## config.mk

```make
export PLATFORM = sky130hd
export DESIGN_NAME = ljpf_div
export DESIGN_NICKNAME = d
export VERILOG_FILES = /design/src/ljpf_div.sv
export SDC_FILE = /design/constraint.sdc
export NUM_CORES = 1
export LEC_CHECK = 0
export BUFFER_PORTS_ARGS = -buffer_cell sky130_fd_sc_hd__buf_4
export CORE_MARGIN = 2
export CORE_UTILIZATION = 41
export CTS_BUF_LIST = sky130_fd_sc_hd__clkbuf_8 sky130_fd_sc_hd__clkbuf_16
export DETAILED_ROUTE_END_ITERATION = 8
export PLACE_DENSITY = 0.57
export SYNTH_ARGS = -nofsm -noshare
export SYNTH_HDL_FRONTEND = slang
export SYNTH_SLANG_ARGS = --single-unit
export TNS_END_PERCENT = 1
```

## constraint.sdc

```tcl
create_clock -name clk -period 6.6 [get_ports clk]
set_clock_uncertainty 0.05 [all_clocks]
set_input_delay 0.99 -clock clk [delete_from_list [all_inputs] [get_ports clk]]
set_output_delay 0.99 -clock clk [all_outputs]
set_load 0.005 [all_outputs]
```

## src/ljpf_div.sv

```systemverilog
// Pipelined restoring divider, one quotient bit per stage, with sideband.
`timescale 1ns / 1ps
module ljpf_div #(
	parameter int NUM_W  = 8,
	parameter int DEN_W  = 8,
	parameter int SIDE_W = 1
) (
	input  logic              clk,
	input  logic              arst_n,
	input  logic              en,
	input  logic              in_valid,
	input  logic [NUM_W-1:0]  num,
	input  logic [DEN_W-1:0]  den,
	input  logic [SIDE_W-1:0] side_in,
	output logic              out_valid,
	output logic [NUM_W-1:0]  quo,
	output logic [DEN_W-1:0]  rem,
	output logic [SIDE_W-1:0] side_out
);

	logic              valid_s [NUM_W];
	logic [DEN_W-1:0]  part_s  [NUM_W];
	logic [NUM_W-1:0]  work_s  [NUM_W];
	logic [DEN_W-1:0]  den_s   [NUM_W];
	logic [SIDE_W-1:0] side_s  [NUM_W];

	for (genvar k = 0; k < NUM_W; k++) begin : g_step
		logic              v_in;
		logic [DEN_W-1:0]  part_in;
		logic [NUM_W-1:0]  work_in;
		logic [DEN_W-1:0]  den_in;
		logic [SIDE_W-1:0] side_k;
		logic [DEN_W:0]    trial;
		logic              take;

		if (k == 0) begin : g_first
			assign v_in    = in_valid;
			assign part_in = '0;
			assign work_in = num;
			assign den_in  = den;
			assign side_k  = side_in;
		end else begin : g_next
			assign v_in    = valid_s[k-1];
			assign part_in = part_s[k-1];
			assign work_in = work_s[k-1];
			assign den_in  = den_s[k-1];
			assign side_k  = side_s[k-1];
		end

		// shift in the next dividend bit, subtract when the divisor fits
		assign trial = {part_in, work_in[NUM_W-1]};
		assign take  = (trial >= {1'b0, den_in});

		always_ff @(posedge clk or negedge arst_n) begin
			if (!arst_n) begin
				valid_s[k] <= 1'b0;
			end else if (en) begin
				valid_s[k] <= v_in;
			end
		end

		always_ff @(posedge clk) begin
			if (en) begin
				part_s[k] <= take ? DEN_W'(trial - {1'b0, den_in}) : trial[DEN_W-1:0];
				work_s[k] <= {work_in[NUM_W-2:0], take};
				den_s[k]  <= den_in;
				side_s[k] <= side_k;
			end
		end
	end

	assign out_valid = valid_s[NUM_W-1];
	assign quo       = work_s[NUM_W-1];
	assign rem       = part_s[NUM_W-1];
	assign side_out  = side_s[NUM_W-1];

endmodule

```

==> impl_results.md, run 1 <==
* Final ANT Viol Nets at 0
* Max Slew Vio Count at 0
* PwrDens at 377 nW/um^2
* Via-per-instance ratio at 5.11
* Syn nets at 778
* Critical path type: reg2reg
* Num ports at 39
* Delay-heaviest family, CP: compound AO/OA/AOI/OAI gates
* Critical Path RT at 6.73 ns
* Syn-to-layout area delta at 12.1%
* RSZ-0062 raised after global routing: no
* Clock Tree Root: clkbuf_16
* First-pass GRT wire length at 26100 um
* Vias at 5453
* Fin nets at 822
* Pin count of the biggest net entering global routing at 86
* DR iter-0 viols at 357
* Core Region at 23500 um^2
* Avg Synthesized Cell Area at 14.3 um^2
* WHS at 0.308 ns
* CP peak stage delay at 0.52 ns
* Final Hold Vio Count at 0
* Crit-path cells: ha_1 > a21o_1 > a2111oi_2 > o21a_1 > mux2_4
* Fmax at 0.381 GHz
* Post-CTS setup buffer count at 0
* Ant. Diodes at 0
* Die Ht at 159 um
* Synthesized flop and latch total at 200
* CP Launch Type: flip-flop
* Num Clock Sinks at 200
* Max-Cap Viols at 0
* Slowest-stage cell, CP: o21a_1
* Die ar. at 25300 um^2
* Commonest non-fill, non-tap cell in the layout: edfxtp_1
* VDD IR max at 156 uV
* DRC at 0
* Slew HR at 29.2%
* Commonest non-fill, non-tap cells in the layout: 192 x edfxtp_1, 84 x inv_1, 58 x ha_1, 39 x buf_4, 30 x mux2_4
* Crit path time final at 2.62 ns
* Register area share after synthesis at 60.5%
* Post-DP HPWL at 11200 um
* CP endpoint kind: flip-flop
* Fin crit share at 39.8%
* TritonRoute pass-1 iters at 4
* RD Place Congestion at 0.832
* CTS tree: built
* Vias in the first global route at 5721
* Syn Inst Count at 692
* Hold buffer count at CTS at 0
* Post-synth EDFFs at 192
* Mapped Area at 9860 um^2
* Status: completed
* Worst EP arrival at 2.75 ns
* CTS Buf Count at 17
* Post_cts resized at 0
* HP Class: in2async
* Clk slew on worst S/H paths at 0.07 ns
* Drt total wl at 15600 um
* R2R Path Start: part_s[0][21]
* Commonest register cell after synthesis: edfxtp_1
* Routed len/inst at 14.6 um
* # port buffers at 38
* DIE WIDTH at 159 um
* Worst setup path startpoint: part_s[0][21]
* Remaining Overflow, GRT at 0
* Clock Latency Late Sink at 0.43 ns
* Final setup vio count at 0
* Worst-margin pin slew at 1.06 ns
* Htree depth at 4
* Initial antenna violation count at 0
* Top post-synthesis cells by area: edfxtp_1 58%, ha_1 7.4%, mux2_4 4.6%
* R2R Setup Slk at 3.98 ns
* Top cell type by total area after synthesis: edfxtp_1
* Netlist cell types at 46
* GRT Util Overall at 12.7%
* Post-layout util at 47.0%
* Ratio of cells with drive above 1 in the final layout at 18.9%
* Share of the synthesized area in the top cell type at 58.5%
* P_leak at 4.39 nW
* Longest Clk Path Bufs at 2
* Ys Warns at 0
* Starting density of the core at 41.9%
* Async set or reset register ratio after synthesis at 4.00%
* Worst Path Buf+Inv at 0
* TNS Setup at 0 ns
* CP Max Fanout at 9
* Cell row count at 56
[power by group]
| group | internal, mW | leakage, nW | switching [mW] |
|---|---|---|---|
| Sequential | 1.68 | 1.96 | 0.0926 |
| Combinational | 0.696 | 2.15 | 0.648 |
| Clock | 0.568 | 0.277 | 0.482 |
| Total | 2.95 | 4.39 | 1.22 |
[per-layer routing]
layer | vias up | wire length (um) | track usage [%]
met5 | - | 0 | 0
met4 | 0 | 515 | 6.98
met3 | 44 | 403 | 2.66
met2 | 95 | 8750 | 24.8
met1 | 2640 | 5900 | 12.4
li1 | 2674 | - | -
[final timing paths]
| kind | to | cells past startpoint |
|---|---|---|
| max | part_s[0][31] | 5 |
| min | out_valid | 1 |
| max reg2reg | part_s[0][31] | 5 |
| min reg2reg | work_s[1][14] | 0 |
| max in group asynchronous | g_step[4].v_in | 1 |
| min in group clk | work_s[1][14] | 0 |
[cells in the mapped netlist, drive strengths merged, types with 8 or more instances]
cell    count
mux2       48
a21o       21
o21a       12
inv        84
mux2i      14
nand2b     10
nor2       27
a21oi      22
a211o      10
nand2      12
ha         58
dfrtp       8
o21ai      15
a211oi     12
xnor2      19
nor3       26
nand3      14
edfxtp    192
buf         9
[per-stage QoR]
stage,cells,setup WS (ns),power (mW),instance area (um^2)
floorplan,692,4.39,2.86,9860
global placement,1036,3.85,3.08,10500
detailed placement,1036,3.81,3.14,10500
CTS,1067,3.96,4.20,11100
global route,1067,3.80,4.40,11100
finish,1067,3.98,4.17,11100
[final cells by class]
class	count	area, um^2
timing repair buffer	40	307
fill	2058	12500
multi-input combinational	393	3480
inverter	84	315
clock inverter	14	165
sequential	200	5970
tap	319	399
clock buffer	17	425
[logic make-up after synthesis]
logic type                 Yosys count  share of synthesized area [%]
xor gates and xnor gates            21                           1.86
muxes                               62                           8.04
and+or+nand+nor                    119                           6.15
AOI/OAI and AO/OA                  126                           10.4
DFF                                200                           60.5
adders and majority gates           65                           8.78
buffers and inverters               99                           4.26
[registers in the layout (all words and copies together) (netlist names)]
signal and flops:
den_s 56, work_s 64, out_valid 1, g_step.v_in 7, part_s 64, side_s 8
Power figures use the tool's default switching activity.
==> run 2: changes to the inputs <==
==> constraint.sdc (replaced) <==
create_clock -name clk -period 2.62 [get_ports clk]
set_clock_uncertainty 0.05 [all_clocks]
set_input_delay 0.393 -clock clk [delete_from_list [all_inputs] [get_ports clk]]
set_output_delay 0.393 -clock clk [all_outputs]
set_load 0.005 [all_outputs]
==> impl_results.md, run 2 (synthesis gave the netlist of run 1 again) <==
* CTS Buf Count at 17 (unchanged)
* Drt total wl at 16000 um (+2.6%)
* Pin count of the biggest net entering global routing at 57 (-34%)
* Cell row count at 56 (unchanged)
* First-pass GRT wire length at 26500 um (+1.6%)
* Final worst slack at 0.204 ns (-3.77 ns)
* Final setup vio count at 0 (unchanged)
* Sw Pwr at 3.10 mW (+150%)
* VDD IR max at 477 uV (+210%)
* Critical path type: reg2reg
* Post-DP HPWL at 11700 um (+4.1%)
* Vias in the first global route at 5668 (-0.93%)
* Combinational Power Share at 32.7% (+0.4 points)
* RSZ-0062 raised after global routing: no
* Syn-to-layout area delta at 13.4%
* Clk slew on worst S/H paths at 0.08 ns (about the same)
* WL met2 at 8900 um (+1.8%)
* Post-CTS setup buffer count at 0 (unchanged)
* Post-layout util at 47.5% (+0.57 points)
* Finished Cell Area at 11200 um^2 (+1.2%)
* Worst setup path startpoint: den_s[2][8]
* Via-per-instance ratio at 5.04 (-1.4%)
* Core Region at 23500 um^2 (unchanged)
* Clock share of power at 25.1% (about the same)
* Longest Clk Path Bufs at 2 (unchanged)
* Placed cell area at 10600 um^2 (+1.2%)
* Tot Pwr at 10.6 mW (+150%)
* WHS at 0.0799 ns (-0.228 ns)
* Ant. Diodes at 0 (unchanged)
* Post-Layout Cell Count at 1081 (+1.3%)
* Final Hold Vio Count at 0 (unchanged)
* DRC at 0 (unchanged)
* Fin nets at 836 (+1.7%)
* Vias at 5449 (-0.073%)
* TritonRoute pass-1 iters at 4 (unchanged)
* Regs by FF count: part_s: 64 flops, work_s: 64 flops, den_s: 56 flops
* Max Slew Vio Count at 0 (unchanged)
* Routed len/inst at 14.8 um (+1.3%)
* Commonest non-fill, non-tap cells in the layout: 192 x edfxtp_1, 84 x inv_1, 58 x ha_1, 50 x buf_4, 30 x mux2_4
* Num ports at 39 (unchanged)
* Slew HR at 64.1% (+35 points)
* Status: completed
* TNS Setup at 0 ns (unchanged)
* Clock Tree Root: clkbuf_16
* Place WS at 0.116 ns (-3.69 ns)
* DIE WIDTH at 159 um (unchanged)
* Fmax at 0.414 GHz (+8.6%)
* Post-Place Cells at 1049 (+1.3%)
* Hold Path Origin: num[4]
* Ratio of cells with drive above 1 in the final layout at 20.5% (+1.6 points)
* Die Ht at 159 um (unchanged)
* Initial antenna violation count at 0 (unchanged)
* DR top layer: met4
* CP Max Fanout at 3 (-6)
* PwrDens at 947 nW/um^2 (+150%)
* RD Place Congestion at 0.844 (+1.5%)
* P_leak at 4.48 nW (+2.1%)
* Fin crit share at 92.2% (+52 points)
* # port buffers at 38 (unchanged)
* Met1 WL at 6250 um (+5.9%)
* Crit path time final at 2.42 ns (-0.207 ns)
* Critical Path RT at 2.76 ns (-3.97 ns)
* Clock Latency Late Sink at 0.43 ns (about the same)
* HP Class: in2reg
* Sequential share of power at 42.1% (-0.4 points)
* Final ANT Viol Nets at 0 (unchanged)
* R2R Path Start: den_s[2][8]
* Htree depth at 4 (unchanged)
* Starting density of the core at 41.9% (unchanged)
* Met3 WL at 366 um (-9.2%)
* CP endpoint kind: flip-flop
* Remaining Overflow, GRT at 0 (unchanged)
* GRT Util Overall at 13.1% (+0.34 points)
* CTS tree: built
* Die ar. at 25300 um^2 (unchanged)
* Worst-margin pin slew at 0.533 ns (-0.529 ns)
* DR iter-0 viols at 287 (-20%)
* P_int at 7.49 mW (+150%)
* Commonest non-fill, non-tap cell in the layout: edfxtp_1
* Switching share of power at 29.2% (-0.085 points)
* Max-Cap Viols at 0 (unchanged)
* Worst EP arrival at 2.56 ns (-0.19 ns)
* Num Clock Sinks at 200 (unchanged)
* CP Launch Type: flip-flop
[run 2: cell count changes in the layout (fill, tap and decap cells not counted)]
| cell | before | now |
|---|---|---|
| clkinvlp_4 | 4 | 1 |
| clkinv_1 | 1 | 0 |
| clkinv_4 | 1 | 3 |
| clkinv_2 | 0 | 2 |
| o21a_2 | 0 | 1 |
| o21a_1 | 12 | 11 |
| dlygate4sd3_1 | 0 | 1 |
| buf_12 | 0 | 2 |
| buf_4 | 39 | 50 |
[run 2: per-layer routing]
metal / up-vias / global-route usage, %
met3: 35 / 3.02
met5: - / 0
li1: 2711 / -
met2: 83 / 25.4
met1: 2620 / 13.0
met4: 0 / 6.24
[run 2: timing repair]
action / CTS / global route
endpoints found under the hold margin: 8 / 0
endpoints found under the setup margin: 0 / 8
hold buffers: 1 / 0
gates resized for setup: 0 / 1
[run 2: area by class of cell]
class,instances,area (um^2)
sequential,200,5970
tap,319,399
multi-input combinational,393,3480
clock inverter,14,166
fill,2072,12400
clock buffer,17,425
timing repair buffer,54,439
inverter,84,315
[run 2: critical path: stages (launching register included)]
cell and delay, ns:
edfxtp_1 0.44, ha_1 0.24, fa_1 0.42, nor2b_1 0.17, o31a_1 0.22, nor4_1 0.06
a311o_1 0.31, mux2_4 0.27
[run 2: worst paths after layout]
check / end / slack [ns] / cells past startpoint
worst max-delay path: part_s[1][22] / 0.20 / 7
worst min-delay path: work_s[0][5] / 0.08 / 1
worst max register to register: part_s[1][22] / 0.20 / 7
worst min register to register: work_s[1][5] / 0.36 / 0
max in group asynchronous: g_step[4].v_in / 2.14 / 2
min in group asynchronous: out_valid / 0.26 / 2
[run 2: power groups by stage]
stage               clock network [mW]  logic [mW]  registers (mW)
detailed placement                   0        3.46            4.54
global placement                     0        3.34            4.53
floorplan                            0        2.74            4.47
finish                            2.66        3.47            4.46
CTS                               2.74        3.47            4.47
global route                      2.86        3.82            4.52
